### src/rtl/dcp_pkg.sv
package dcp_pkg;

	// field widths
	localparam int FRAC_BITS = 16;
	localparam int TAG_W     = 16;
	localparam int POS_W     = 32;
	localparam int MASS_W    = 32;
	localparam int REST_W    = 31;
	localparam int STIFF_W   = 17;
	localparam logic [STIFF_W-1:0] STIFF_ONE = STIFF_W'(1 << 16);

	// internal widths
	localparam int DM_W    = POS_W + 1;           // |p1 - p2|
	localparam int SQ_W    = 2 * DM_W;            // one squared axis
	localparam int RAD_W   = SQ_W;                // sum of three squares
	localparam int ROOT_W  = RAD_W / 2;           // distance
	localparam int SREM_W  = ROOT_W + 2;          // square root remainder
	localparam int DEN_W   = ROOT_W + 1;          // distance plus a tenth
	localparam int WQ_W    = STIFF_W;             // mass weight quotient
	localparam int WREM_W  = MASS_W + WQ_W;       // weight dividend
	localparam int G_BITS  = 30;
	localparam int GQ_W    = G_BITS + 1;          // direction quotient
	localparam int GREM_W  = DM_W + G_BITS + 1;   // direction dividend
	localparam int T_W     = ROOT_W + 1;          // error times weight
	localparam int TL_W    = 17;                  // low slice of t
	localparam int TH_W    = T_W - TL_W;          // high slice of t
	localparam int PP_W    = TL_W + GQ_W;         // partial product
	localparam int PR_W    = T_W + GQ_W + 1;      // full product
	localparam int M_W     = T_W + 1;             // move magnitude
	localparam int SUM_W   = POS_W + 5;           // position plus move

	localparam logic [DEN_W-1:0] TENTH = DEN_W'(((1 << FRAC_BITS) + 5) / 10);

	// queue between front and back
	localparam int Q_DEPTH = 4;
	localparam int Q_AW    = 2;
	localparam int Q_CW    = 3;

	// back pipeline stage numbers
	localparam int SQ_STEPS = ROOT_W;
	localparam int ST_SQ_END = SQ_STEPS;
	localparam int ST_E     = ST_SQ_END + 1;
	localparam int ST_F     = ST_E + 1;
	localparam int ST_G0    = ST_F + 1;
	localparam int ST_G_END = ST_G0 + GQ_W - 1;
	localparam int ST_M1    = ST_G_END + 1;
	localparam int ST_M2    = ST_M1 + 1;
	localparam int N_ST     = ST_M2 + 1;

	typedef struct packed {
		logic                         bypass;
		logic [TAG_W-1:0]             first_tag;
		logic [TAG_W-1:0]             second_tag;
		logic [2:0][POS_W-1:0]        p1;
		logic [2:0][POS_W-1:0]        p2;
		logic [MASS_W-1:0]            w1;
		logic [MASS_W-1:0]            w2;
		logic [REST_W-1:0]            rest;
		logic [2:0]                   dneg;
		logic [2:0][DM_W-1:0]         dm;
		logic [2:0][SQ_W-1:0]         sq;
	} fe_item_t;

	typedef struct packed {
		logic                         bypass;
		logic [TAG_W-1:0]             first_tag;
		logic [TAG_W-1:0]             second_tag;
		logic [2:0][POS_W-1:0]        p1;
		logic [2:0][POS_W-1:0]        p2;
		logic [REST_W-1:0]            rest;
		logic [2:0]                   dneg;
		logic [2:0][DM_W-1:0]         dm;
		logic [RAD_W-1:0]             radicand;
		logic [SREM_W-1:0]            srem;
		logic [ROOT_W-1:0]            root;
		logic [MASS_W:0]              wsum;
		logic [WREM_W-1:0]            wrem;
		logic [WQ_W-1:0]              wq;
		logic [DEN_W-1:0]             denom;
		logic                         eneg;
		logic [ROOT_W-1:0]            emag;
		logic [STIFF_W-1:0]           c1;
		logic [STIFF_W-1:0]           c2;
		logic [T_W-1:0]               t1;
		logic [T_W-1:0]               t2;
		logic [2:0][GREM_W-1:0]       grem;
		logic [2:0][GQ_W-1:0]         gq;
		logic [2:0][PP_W-1:0]         pl1;
		logic [2:0][PP_W-1:0]         ph1;
		logic [2:0][PP_W-1:0]         pl2;
		logic [2:0][PP_W-1:0]         ph2;
		logic [2:0][M_W-1:0]          m1;
		logic [2:0][M_W-1:0]          m2;
	} be_item_t;

	typedef struct packed {
		logic full;
		logic empty;
	} q_status_t;

endpackage

### src/rtl/dcp_queue.sv
module dcp_queue (
	input  logic                clk,
	input  logic                arst_n,
	input  logic                push,
	input  dcp_pkg::fe_item_t   push_data,
	input  logic                pop,
	output dcp_pkg::fe_item_t   pop_data,
	output dcp_pkg::q_status_t  status
);

	dcp_pkg::fe_item_t              mem_q [dcp_pkg::Q_DEPTH];
	logic [dcp_pkg::Q_AW-1:0]       wr_q;
	logic [dcp_pkg::Q_AW-1:0]       rd_q;
	logic [dcp_pkg::Q_CW-1:0]       cnt_q;

	assign status.full  = (cnt_q == dcp_pkg::Q_CW'(dcp_pkg::Q_DEPTH));
	assign status.empty = (cnt_q == '0);
	assign pop_data     = mem_q[rd_q];

	always_ff @(posedge clk or negedge arst_n) begin
		if (!arst_n) begin
			wr_q  <= '0;
			rd_q  <= '0;
			cnt_q <= '0;
		end else begin
			if (push) begin
				wr_q <= wr_q + 1'b1;
			end
			if (pop) begin
				rd_q <= rd_q + 1'b1;
			end
			if (push && !pop) begin
				cnt_q <= cnt_q + 1'b1;
			end else if (pop && !push) begin
				cnt_q <= cnt_q - 1'b1;
			end
		end
	end

	always_ff @(posedge clk) begin
		if (push) begin
			mem_q[wr_q] <= push_data;
		end
	end

endmodule

### config.mk
export PLATFORM = sky130hd
export DESIGN_NAME = dcp_queue
export DESIGN_NICKNAME = d
export VERILOG_FILES = /design/src/rtl/dcp_pkg.sv /design/src/rtl/dcp_queue.sv
export SDC_FILE = /design/constraint.sdc
export NUM_CORES = 2
export LEC_CHECK = 0
export ABC_CLOCK_PERIOD_IN_PS = 16710
export BUFFER_PORTS_ARGS = -buffer_cell sky130_fd_sc_hd__buf_2
export CAP_MARGIN = 25
export CORE_ASPECT_RATIO = 0.8
export CORE_MARGIN = 2
export CORE_UTILIZATION = 41
export CTS_CLUSTER_DIAMETER = 150
export DETAILED_ROUTE_END_ITERATION = 8
export PLACE_DENSITY = 0.66
export SYNTH_ARGS = -nofsm -noshare
export SYNTH_HDL_FRONTEND = slang
export SYNTH_SLANG_ARGS = --single-unit
### constraint.sdc
create_clock -name clk -period 16.71 [get_ports clk]
set_clock_uncertainty 0.05 [all_clocks]
set_input_delay 0 -clock clk [delete_from_list [all_inputs] [get_ports clk]]
set_output_delay 0 -clock clk [all_outputs]
set_load 0.02 [all_outputs]
==> run_results.csv <==
group,metric,value,unit
timing,max_slew_margin,-0.882,%
pwr,ir_drop,0.000136,V
drt,vias,46287,
layout,drive_above_1_share,36.8,%
die,dieArea,0.223,mm2
synth,ys_ff_latch,2487,
clock_network,cts_num_sinks,2487,
die,core-area,0.218,mm2
timing,finalSetupTns,0,ns
placed_design,hpwl,135000,um
synth,yosysWarnings,0,
die,std_cell_rows,153,
layout,mostFrequentLayoutCells,"edfxtp_1, dlygate4sd3_1, buf_2",
setup_path,cp_data_required_time,16.66,ns
layout,final_common_cell,"edfxtp_1",
clock_network,tritoncts,"built",
timing,fmax,0.167,GHz
grt,grt_use_met3,5.80,%
grt,antenna_found_initial,55,
setup_path,worst-path-buf-inv,5,
drt,vias_per_cell,5.13,
setup_path,cpMostUsedCell,"buf_4",
grt,grt_usage,19.5,%
synth,syn_avg_cell_area,27.5,um2
clock_network,max-clock-path-buffers,4,
grt,grt_pass1_vias,48713,
clock_network,clkTransAtPathRegs,0.06,ns
drt,drt_pass1_iterations,5,
run_status,status,"complete, but fails checks",
setup_path,cp_max_fo,96,
drt,remaining_drc_errors,0,
run_status,violations,"max-slew violations",
timing,slew_viol_final,22,
die,io_pins,1246,
synth,synth_nets,3902,
grt,grt_max_degree,161,
synth,muxShareOfSynthArea,15.5,%
layout,n_fill_cell,16022,
setup_path,cp-end-kind,"output pin",
timing,post-route-period-util,35.9,%
clock_network,cts_setup_buffers,0,
setup_path,slowest_stage,"dfrtp_4",
timing,worst_slew_pin_slew,1.51,ns
clock_network,hold_buffers,1246,
synth,yosysSeqAreaShare,83.0,%
clock_network,clk_latency,0.84,ns
hold_path,hold_path.class,"in -> async",
die,die_width,528,um
grt,grt.overflow.total,0,
clock_network,cts_root_buffer,"clkbuf_16",
layout,syn2layout_area_growth,32.7,%
grt,grt_busiest_layer,"met2",
pwr,powerDensity,171,mW/mm2
synth,ys_types,20,
placed_design,place_congestion,0.821,
synth,netlist_area,0.0899,mm2
flow_run,cap_violations,0,
timing,hold_viol,0,
pwr,p_leak,41.0,nW
drt,drtIter0Drc,3799,
setup_path,slowest_delay,0.90,ns
clock_network,ctsHtreeMaxLevel,4,
timing,holdWs,0.133,ns
layout,finalNetCount,6549,
synth,synth_fa_ha_area_share,0.0918,%
timing,min_period,5.99,ns
synth,synth-xor-area-share,0.0584,%
timing,rsz0062_at_grt,"no",
placed_design,place_area,0.0992,mm2
synth,synth_compound_area_share,0.00557,%
grt,grtUsageMet1,23.6,%
setup_path,crit_path_start_kind,"register",
clock_network,cts_resized,0,
grt,gr-usage-met2,32.2,%
setup_path,cp.arrival,5.94,ns
drt,drtAntennaViolNets,0,
synth,synthSimpleGateAreaFrac,0.0543,%
timing,finalSetupViolations,0,
layout,final_area,0.119,mm2
drt,routedWlPerCell,24.6,um
setup_path,cp_top_family,"buffers and inverters",
die,die_h,423,um
drt,totalWireLength,222000,um
setup_path,path_class,"reg -> out",
die,start_util,41.3,%
grt,grt_first_pass_wirelength,323000,um
setup_path,crit_chain,"buf_4 > buf_12 > buf_4 > buf_4 > mux4_2 > buf_2",
synth,synthCells,3272,
placed_design,portBuffers,1245,
clock_network,numCtsBuffers,236,
pwr,p_total,0.0204,W
synth,synth_top_family_by_area,"multiplexers",
[cells in the mapped netlist]
| master | count | area share [%] |
|---|---|---|
| buf_4 | 3 | 0.025 |
| mux2_2 | 1 | 0.013 |
| edfxtp_1 | 2480 | 83 |
| buf_6 | 65 | 0.81 |
| buf_2 | 62 | 0.35 |
| inv_1 | 4 | 0.017 |
| fa_1 | 1 | 0.022 |
| nand2_1 | 2 | 0.0084 |
| clkbuf_1 | 6 | 0.025 |
| and2_1 | 4 | 0.028 |
| o21ai_0 | 1 | 0.0056 |
| nor3b_1 | 1 | 0.0084 |
| buf_1 | 2 | 0.0084 |
| nor3_1 | 1 | 0.0056 |
| mux4_2 | 620 | 16 |
| xor2_1 | 4 | 0.039 |
| nor2_1 | 1 | 0.0042 |
| dfrtp_1 | 7 | 0.19 |
| ha_1 | 5 | 0.070 |
| xnor2_1 | 2 | 0.019 |
[tightest hold or removal path, cell delays in order]
cell           delay [ns]
dlygate4sd3_1        0.55
buf_2                0.13
dlygate4sd3_1        0.74
[worst paths after layout]
path | startpoint | endpoint | slack (ns) | depth (start not counted)
min in group clk | pop | cnt_q[0]$_DFFE_PN0P_ | 0.16 | 5
worst min-delay path | arst_n | wr_q[0]$_DFFE_PN0P_ | 0.13 | 3
worst max-delay path | rd_q[0]$_DFFE_PN0P_ | pop_data[364] | 10.72 | 6
worst min register to register | cnt_q[2]$_DFFE_PN0P_ | cnt_q[2]$_DFFE_PN0P_ | 0.44 | 1
worst max register to register | wr_q[1]$_DFFE_PN0P_ | mem_q[1][259]$_DFFE_PP_ | 12.01 | 7
max in group asynchronous | arst_n | rd_q[1]$_DFFE_PN0P_ | 16.22 | 3
[sequential cells by signal (all words and copies together) (netlist names)]
register  cells
rd_q          2
cnt_q         3
mem_q      2480
wr_q          2
[final cells by class]
type                    instances  area (um2)  share of cell area, %
clock buffers                 293        6160                   5.16
multi-input cells             643       14200                   11.9
clock inverters               134        1300                   1.09
flip-flops and latches       2487       74700                   62.6
inverters                       4        15.0                 0.0126
well taps                    2867        3590                   3.01
diodes                         46         115                 0.0965
repair buffers               2547       19300                   16.2
[routing by layer]
metal  wire length [um]  vias up  share of wire (%)
met5                199        -              0.090
met4              10300       32                4.6
met3              18900      451                8.5
met2             111000     1801                 50
met1              81300    24248                 37
li1                   -    19755                  -
[cell families after synthesis]
kind of cell | count (synthesis)
AO/OA/AOI/OAI | 1
XOR/XNOR | 6
buffers and inverters | 142
flip-flops | 2487
AND/OR/NAND/NOR | 9
adder cells (fa/ha/maj) | 6
multiplexers | 621
[where the power goes]
group	switching (W)	internal [W]	leakage (nW)	total (W)
Clock	0.00224	0.00295	3.63	0.00519
Sequential	0.000272	0.00816	22.9	0.00843
Combinational	0.00419	0.00255	14.5	0.00673
Total	0.00670	0.0137	41.0	0.0204
[stage by stage]
| step | cells | util [%] | worst slack (ns) |
|---|---|---|---|
| finish | 9021 | 54.8 | 10.72 |
| global route | 9001 | 54.8 | 10.03 |
| CTS | 8973 | 54.7 | 10.41 |
| detailed placement | 7300 | 45.6 | 11.40 |
| global placement | 7300 | 45.6 | 11.41 |
| floorplan | 3272 | - | 1.03 |
(Power assumes the default switching activity.)
